`src/rtl/assert_macros.svh`:
```
// Assertion macros used by the swap slot allocator datapath.
`ifndef ASSERT_MACROS_SVH
`define ASSERT_MACROS_SVH
`ifndef SYNTHESIS
`define SSA_ASSERT(lbl, clk, rstn, prop) \
    lbl: assert property (@(posedge clk) disable iff (!rstn) prop) else $error("%m: check failed");
`define SSA_NEVER(lbl, clk, rstn, expr) \
    lbl: assert property (@(posedge clk) disable iff (!rstn) !(expr)) else $error("%m: forbidden condition");
`else
`define SSA_ASSERT(lbl, clk, rstn, prop)
`define SSA_NEVER(lbl, clk, rstn, expr)
`endif
`endif

```
`src/rtl/ssa_pkg.sv`:
```
// Types and constants of the swap slot allocator.
`timescale 1ns / 1ps
package ssa_pkg;

    localparam logic [1:0] KIND_START  = 2'd0;
    localparam logic [1:0] KIND_END    = 2'd1;
    localparam logic [1:0] KIND_ACCESS = 2'd2;

    localparam logic [2:0] STS_OK        = 3'd0;
    localparam logic [2:0] STS_NO_SPACE  = 3'd1;
    localparam logic [2:0] STS_NO_PID    = 3'd2;
    localparam logic [2:0] STS_BAD_RANGE = 3'd3;
    localparam logic [2:0] STS_NO_PAGE   = 3'd4;

    localparam logic REG_PAGE_SIZE = 1'b0;
    localparam logic REG_SLOTS     = 1'b1;

    localparam logic [12:0] PAGE_SIZE_RST = 13'd256;
    localparam logic [8:0]  SLOTS_RST     = 9'd256;

    typedef struct packed {
        logic [1:0]  kind;
        logic [15:0] pid;
        logic [8:0]  pages_needed;
        logic [7:0]  page_number;
        logic [12:0] byte_offset;
        logic [12:0] byte_count;
    } t_req;

    typedef struct packed {
        logic [2:0]  status;
        logic [7:0]  start_slot;
        logic        compacted;
        logic [20:0] address;
    } t_rsp;

    typedef enum logic [3:0] {
        ST_CLEAR,
        ST_IDLE,
        ST_DECODE,
        ST_SRCH_INIT,
        ST_SRCH_RD,
        ST_SRCH_CHK,
        ST_SWEEP,
        ST_ALLOC,
        ST_END_RD,
        ST_END_CHK,
        ST_ACC_RD,
        ST_ACC_CHK,
        ST_ACC_MUL,
        ST_ACC_ADD,
        ST_DONE
    } t_state;

    typedef struct packed {
        logic       capture;
        logic       scan_init;
        logic       sweep_init;
        logic       sweep_step;
        logic       srch_step;
        logic       alloc_step;
        logic       end_step;
        logic       end_finish;
        logic       acc_step;
        logic       mul;
        logic       add;
        logic       set_status;
        logic [2:0] status_code;
        logic       out_load;
    } t_cmd;

    typedef struct packed {
        logic [1:0] kind;
        logic       pages_zero;
        logic       srch_end;
        logic       run_hit;
        logic       cnt_ovf;
        logic       scan_end;
        logic       sweep_last;
        logic       alloc_last;
        logic       found;
        logic       hit;
        logic       acc_bad;
        logic       compacted;
        logic       out_free;
    } t_sts;

endpackage

```
`src/rtl/ssa_ctrl.sv`:
```
// Controller state machine of the swap slot allocator.
`timescale 1ns / 1ps
module ssa_ctrl (
    input  logic          i_clk,
    input  logic          i_rst_n,
    input  logic          i_in_valid,
    input  ssa_pkg::t_sts i_sts,
    output ssa_pkg::t_cmd o_cmd,
    output logic          o_in_stall
);

    ssa_pkg::t_state r_state;
    ssa_pkg::t_state n_state;

    // State register
    always_ff @(posedge i_clk) begin
        if (!i_rst_n) begin
            r_state <= ssa_pkg::ST_CLEAR;
        end else begin
            r_state <= n_state;
        end
    end

    // Next state and datapath commands
    always_comb begin
        n_state = r_state;
        o_cmd   = '0;
        case (r_state)
            ssa_pkg::ST_CLEAR: begin
                o_cmd.sweep_step = 1'b1;
                if (i_sts.sweep_last) n_state = ssa_pkg::ST_IDLE;
            end
            ssa_pkg::ST_IDLE: begin
                if (i_in_valid) begin
                    o_cmd.capture = 1'b1;
                    n_state       = ssa_pkg::ST_DECODE;
                end
            end
            ssa_pkg::ST_DECODE: begin
                o_cmd.scan_init = 1'b1;
                case (i_sts.kind)
                    ssa_pkg::KIND_START: begin
                        n_state = i_sts.pages_zero ? ssa_pkg::ST_DONE : ssa_pkg::ST_SRCH_RD;
                    end
                    ssa_pkg::KIND_END:    n_state = ssa_pkg::ST_END_RD;
                    ssa_pkg::KIND_ACCESS: n_state = ssa_pkg::ST_ACC_RD;
                    default:              n_state = ssa_pkg::ST_DONE;
                endcase
            end
            ssa_pkg::ST_SRCH_INIT: begin
                o_cmd.scan_init = 1'b1;
                n_state         = ssa_pkg::ST_SRCH_RD;
            end
            ssa_pkg::ST_SRCH_RD: begin
                if (i_sts.srch_end) begin
                    if (i_sts.compacted) begin
                        o_cmd.set_status  = 1'b1;
                        o_cmd.status_code = ssa_pkg::STS_NO_SPACE;
                        n_state           = ssa_pkg::ST_DONE;
                    end else begin
                        o_cmd.sweep_init = 1'b1;
                        n_state          = ssa_pkg::ST_SWEEP;
                    end
                end else begin
                    n_state = ssa_pkg::ST_SRCH_CHK;
                end
            end
            ssa_pkg::ST_SRCH_CHK: begin
                o_cmd.srch_step = 1'b1;
                if (i_sts.run_hit) begin
                    if (i_sts.cnt_ovf) begin
                        o_cmd.set_status  = 1'b1;
                        o_cmd.status_code = ssa_pkg::STS_NO_SPACE;
                        n_state           = ssa_pkg::ST_DONE;
                    end else begin
                        n_state = ssa_pkg::ST_ALLOC;
                    end
                end else begin
                    n_state = ssa_pkg::ST_SRCH_RD;
                end
            end
            ssa_pkg::ST_SWEEP: begin
                o_cmd.sweep_step = 1'b1;
                if (i_sts.sweep_last) n_state = ssa_pkg::ST_SRCH_INIT;
            end
            ssa_pkg::ST_ALLOC: begin
                o_cmd.alloc_step = 1'b1;
                if (i_sts.alloc_last) n_state = ssa_pkg::ST_DONE;
            end
            ssa_pkg::ST_END_RD: begin
                if (i_sts.scan_end) begin
                    o_cmd.end_finish = 1'b1;
                    n_state          = ssa_pkg::ST_DONE;
                end else begin
                    n_state = ssa_pkg::ST_END_CHK;
                end
            end
            ssa_pkg::ST_END_CHK: begin
                o_cmd.end_step = 1'b1;
                n_state        = ssa_pkg::ST_END_RD;
            end
            ssa_pkg::ST_ACC_RD: begin
                if (i_sts.scan_end) begin
                    n_state = ssa_pkg::ST_DONE;
                    if (!i_sts.found) begin
                        o_cmd.set_status  = 1'b1;
                        o_cmd.status_code = ssa_pkg::STS_NO_PID;
                    end else if (i_sts.acc_bad) begin
                        o_cmd.set_status  = 1'b1;
                        o_cmd.status_code = ssa_pkg::STS_BAD_RANGE;
                    end else if (!i_sts.hit) begin
                        o_cmd.set_status  = 1'b1;
                        o_cmd.status_code = ssa_pkg::STS_NO_PAGE;
                    end else begin
                        n_state = ssa_pkg::ST_ACC_MUL;
                    end
                end else begin
                    n_state = ssa_pkg::ST_ACC_CHK;
                end
            end
            ssa_pkg::ST_ACC_CHK: begin
                o_cmd.acc_step = 1'b1;
                n_state        = ssa_pkg::ST_ACC_RD;
            end
            ssa_pkg::ST_ACC_MUL: begin
                o_cmd.mul = 1'b1;
                n_state   = ssa_pkg::ST_ACC_ADD;
            end
            ssa_pkg::ST_ACC_ADD: begin
                o_cmd.add = 1'b1;
                n_state   = ssa_pkg::ST_DONE;
            end
            ssa_pkg::ST_DONE: begin
                if (i_sts.out_free) begin
                    o_cmd.out_load = 1'b1;
                    n_state        = ssa_pkg::ST_IDLE;
                end
            end
            default: n_state = ssa_pkg::ST_CLEAR;
        endcase
    end

    assign o_in_stall = (r_state != ssa_pkg::ST_IDLE);

endmodule

```
`config.mk`:
```
export PLATFORM = sky130hd
export DESIGN_NAME = ssa_ctrl
export DESIGN_NICKNAME = d
export VERILOG_FILES = /design/src/rtl/assert_macros.svh /design/src/rtl/ssa_pkg.sv /design/src/rtl/ssa_ctrl.sv
export SDC_FILE = /design/constraint.sdc
export NUM_CORES = 1
export LEC_CHECK = 0
export BUFFER_PORTS_ARGS = -buffer_cell sky130_fd_sc_hd__buf_2
export CORE_UTILIZATION = 40
export DETAILED_ROUTE_END_ITERATION = 16
export GPL_TIMING_DRIVEN = 1
export HOLD_SLACK_MARGIN = 0.15
export PLACE_DENSITY_LB_ADDON = 0.12
export SYNTH_ARGS = -nofsm -noshare
export SYNTH_HDL_FRONTEND = slang
export SYNTH_SLANG_ARGS = --single-unit
```
`constraint.sdc`:
```
create_clock -name i_clk -period 1.7 [get_ports i_clk]
set_clock_uncertainty 0.15 [all_clocks]
set_input_delay 0.085 -clock i_clk [delete_from_list [all_inputs] [get_ports i_clk]]
set_output_delay 0.085 -clock i_clk [all_outputs]
set_load 0.02 [all_outputs]
```
==> reports/qor.csv <==
stage;metric;value;unit
synthesis;Cell variety after synth;39;
routing;Total Routed Length;2610;um
critical_path;Reg2Reg Setup Slack;-40;ps
finish;Largest Register;r_state;
placement;detailed placement HPWL;1590;um
die;initial core utilization;0.436;
synthesis;ranking of synthesized cells by area;dfxtp_1, nor2_1, mux2i_1;
finish;Largest register FFs;4;
placement;Inst Count DP;158;
routing;Via density;5.78;
sta;fmax;0.568;GHz
routing;DR pass1 iterations;4;
die;Die H;43.0;um
critical_path;crit-path cells;and4bb_2, a32o_2, or2_4, buf_6;
synthesis;sequential area share after synthesis;0.119;
placement;IO Port Bufs;33;
power;Comb power frac;0.779;
routing;drc violations;0;
synthesis;#FFs+latches synth;4;
critical_path;CP max stage delay;390;ps
power;internal cell power;0.000914;W
finish;largest registers;r_state x4;
sta;tightest hold margin;191;ps
synthesis;Synth Cell Area;672;um^2
power;Max VDD drop;0.000895;V
sta;RSZ-0062 raised after global routing;yes;
power;sw power;0.000747;W
power;Clock Power Share;0.075;
placement;routability congestion estimate;0.841;
critical_path;Buf+Inv Stages, Crit Path;1;
global_routing;grt ovf;0;
worst_hold_path;Hold WC Path Type;input pin to flip-flop;
clock_network;CTS tree;built;
placement;worst slack, placed;-42.6;ps
clock_network;TritonCTS Buffers;3;
finish;fin cells;180;
sta;final hold vios;0;
critical_path;crit path DAT;1520;ps
clock_network;Max clock buf depth;2;
critical_path;CP max FO;7;
critical_path;Largest delay share family, worst path;simple AND/OR/NAND/NOR gates;
worst_hold_path;HP Start;i_sts[7];
global_routing;initial antenna violation count;0;
die;Ports;34;
clock_network;H-tree depth;1;
critical_path;crit end category;output pin;
sta;Period Utilization, post-route;1.03;
global_routing;number of global-route vias before repair;974;
status;status;finished, violations left;
clock_network;CTS root buffer;clkbuf_4;
die;Core Rows;14;
sta;setup ws final;-59.3;ps
sta;Slew Limit Fails;0;
global_routing;first-pass GRT wire length;4150;um
clock_network;Num Clock Sinks;4;
synthesis;area share of the largest cell type after synthesis;0.119;
routing;DR WL/cell;14.5;um
finish;Area growth, synth to finish;88.3;%
synthesis;Avg Cell Area, Syn;6.86;um^2
finish;n_diodes;0;
routing;via count;1040;
global_routing;largest net degree at the start of global routing;15;
synthesis;Yosys top cell by area;dfxtp_1;
flow_run;Max Cap Viol;0;
power;sw frac;0.450;
finish;post-layout util;0.821;
synthesis;Mapped Cells;98;
power;Seq pwr share;0.147;
critical_path;WS Path Type;flip-flop to output pin;
global_routing;GRT Overall Usage;0.287;
finish;fraction of layout cells with a size suffix above 1;0.549;
sta;slew margin rel.;0.792;
critical_path;crit path from;r_state[1];
routing;DRT iter0 DRCs;22;
placement;placed inst area;943;um^2
power;pwr/cell area;1310;mW/mm^2
sta;Worst Tran Pin Value;309;ps
die;die area;0.00185;mm^2
critical_path;required time of the critical path;1460;ps
synthesis;syn_nets;117;
critical_path;Critical Path Slowest Stage Cell;dfxtp_4;
critical_path;type of origin of the critical path;flip-flop;
sta;fin crit period;1760;ps
die;core region area;0.00154;mm^2
routing;antenna-violating nets left;0;
die;die width;43.0;um
clock_network;clk_lat worst skew;240;ps
clock_network;Clock Pin Slew Worst Setup and Hold Paths;40;ps
finish;post-route cell area;0.00126;mm^2
critical_path;Reg2Reg Launch Point;r_state[3];
sta;final setup fails;3;
finish;final net count;185;
synthesis;synth warn;0;
status;failing checks;negative setup slack;
power;Leak;0.625;nW
[kinds of logic after synthesis]
logic type | Yosys count | synth area share
AND/OR/NAND/NOR | 46 | 0.372
AO/OA/AOI/OAI | 27 | 0.281
adder cells (fa/ha/maj) | 2 | 0.0372
flip-flops | 4 | 0.119
multiplexers | 4 | 0.0596
XOR/XNOR | 1 | 0.0130
buffers and inverters | 14 | 0.117
[cell usage in the layout, fill, tap and decap left out, types with 2 or more instances in the layout]
master,instances
nand2b_1,3
mux2i_1,4
buf_4,29
o21bai_1,2
dfxtp_4,4
and3b_1,2
nor2_1,9
nand2_1,7
buf_2,26
nor2_4,2
o21ai_0,3
nor3_1,4
dlygate4sd3_1,5
nor2b_1,3
buf_6,11
a21oi_1,5
a31oi_1,2
inv_1,6
ha_1,2
nor3b_1,2
clkbuf_4,3
o22ai_1,3
[routing by layer]
layer	wire length (um)	vias up	GRT usage
li1	-	497	-
met1	1070	497	0.340
met2	1370	46	0.521
met3	171	0	0.0426
met4	0	0	0.0909
met5	0	-	0
[metrics by stage]
| step | TNS [ps] | total power (W) |
|---|---|---|
| 2_1_floorplan | 0 | 0.000867 |
| 3_3_place_gp | -15.5 | 0.00117 |
| 3_5_place_dp | -130 | 0.00118 |
| 4_1_cts | -87.0 | 0.00150 |
| 5_1_grt | -417 | 0.00176 |
| 6_report | -111 | 0.00166 |
[tightest hold or removal path, stage by stage]
cell and delay [ps]:
buf_2 120, a21oi_1 70, o21ai_0 70, a32oi_1 90, mux2i_1 110
[synth_stat cells]
master,number
a21oi_1,5
nand3b_1,1
o22ai_1,4
a32oi_1,1
and2b_1,1
a211oi_1,1
clkbuf_1,1
ha_1,2
buf_4,2
dfxtp_1,4
nand2b_1,4
o221a_1,1
buf_6,2
nand3_1,1
mux2i_1,4
nor3_1,5
o21ai_0,3
o211ai_1,1
xor2_1,1
a31oi_1,2
nor2_1,11
and3b_1,2
and4bb_2,1
a32o_1,1
a31o_2,1
nor4_1,2
or2_2,1
nor2b_1,4
o311ai_0,1
o21bai_1,2
o21a_2,1
buf_2,3
o21a_1,1
a2111oi_0,1
o221ai_1,1
or3_1,2
nor3b_1,3
nand2_1,8
inv_1,6
[power groups by stage]
stage | Combinational (W) | Clock [W] | Sequential, W
2_1_floorplan | 0.000716 | 0 | 0.000150
3_3_place_gp | 0.000953 | 0 | 0.000220
3_5_place_dp | 0.000952 | 0 | 0.000224
4_1_cts | 0.00114 | 0.000129 | 0.000226
5_1_grt | 0.00138 | 0.000136 | 0.000245
6_report | 0.00129 | 0.000124 | 0.000244
[final timing paths]
path           endpoint  depth (start not counted)
min reg2reg  r_state[0]                          3
max            o_cmd[4]                          4
min          r_state[1]                          5
max reg2reg  r_state[3]                          7
[repair_timing]
item                                   4_1_cts  5_1_grt
setup endpoints to repair                   15       12
pin swaps                                    6        7
endpoints found under the hold margin        4        0
hold buffers                                 5        0
buffers inserted                            11        4
gates resized for setup                     21       22
[cell type report]
| type | instances | area [um^2] |
|---|---|---|
| Multi-Input combinational cell | 80 | 583 |
| Timing Repair Buffer | 71 | 522 |
| Fill cell | 98 | 277 |
| Sequential cell | 4 | 95.1 |
| Clock buffer | 3 | 22.5 |
| Inverter | 6 | 22.5 |
| Tap cell | 16 | 20.0 |
Note: power is estimated with default switching activity, not from simulation.
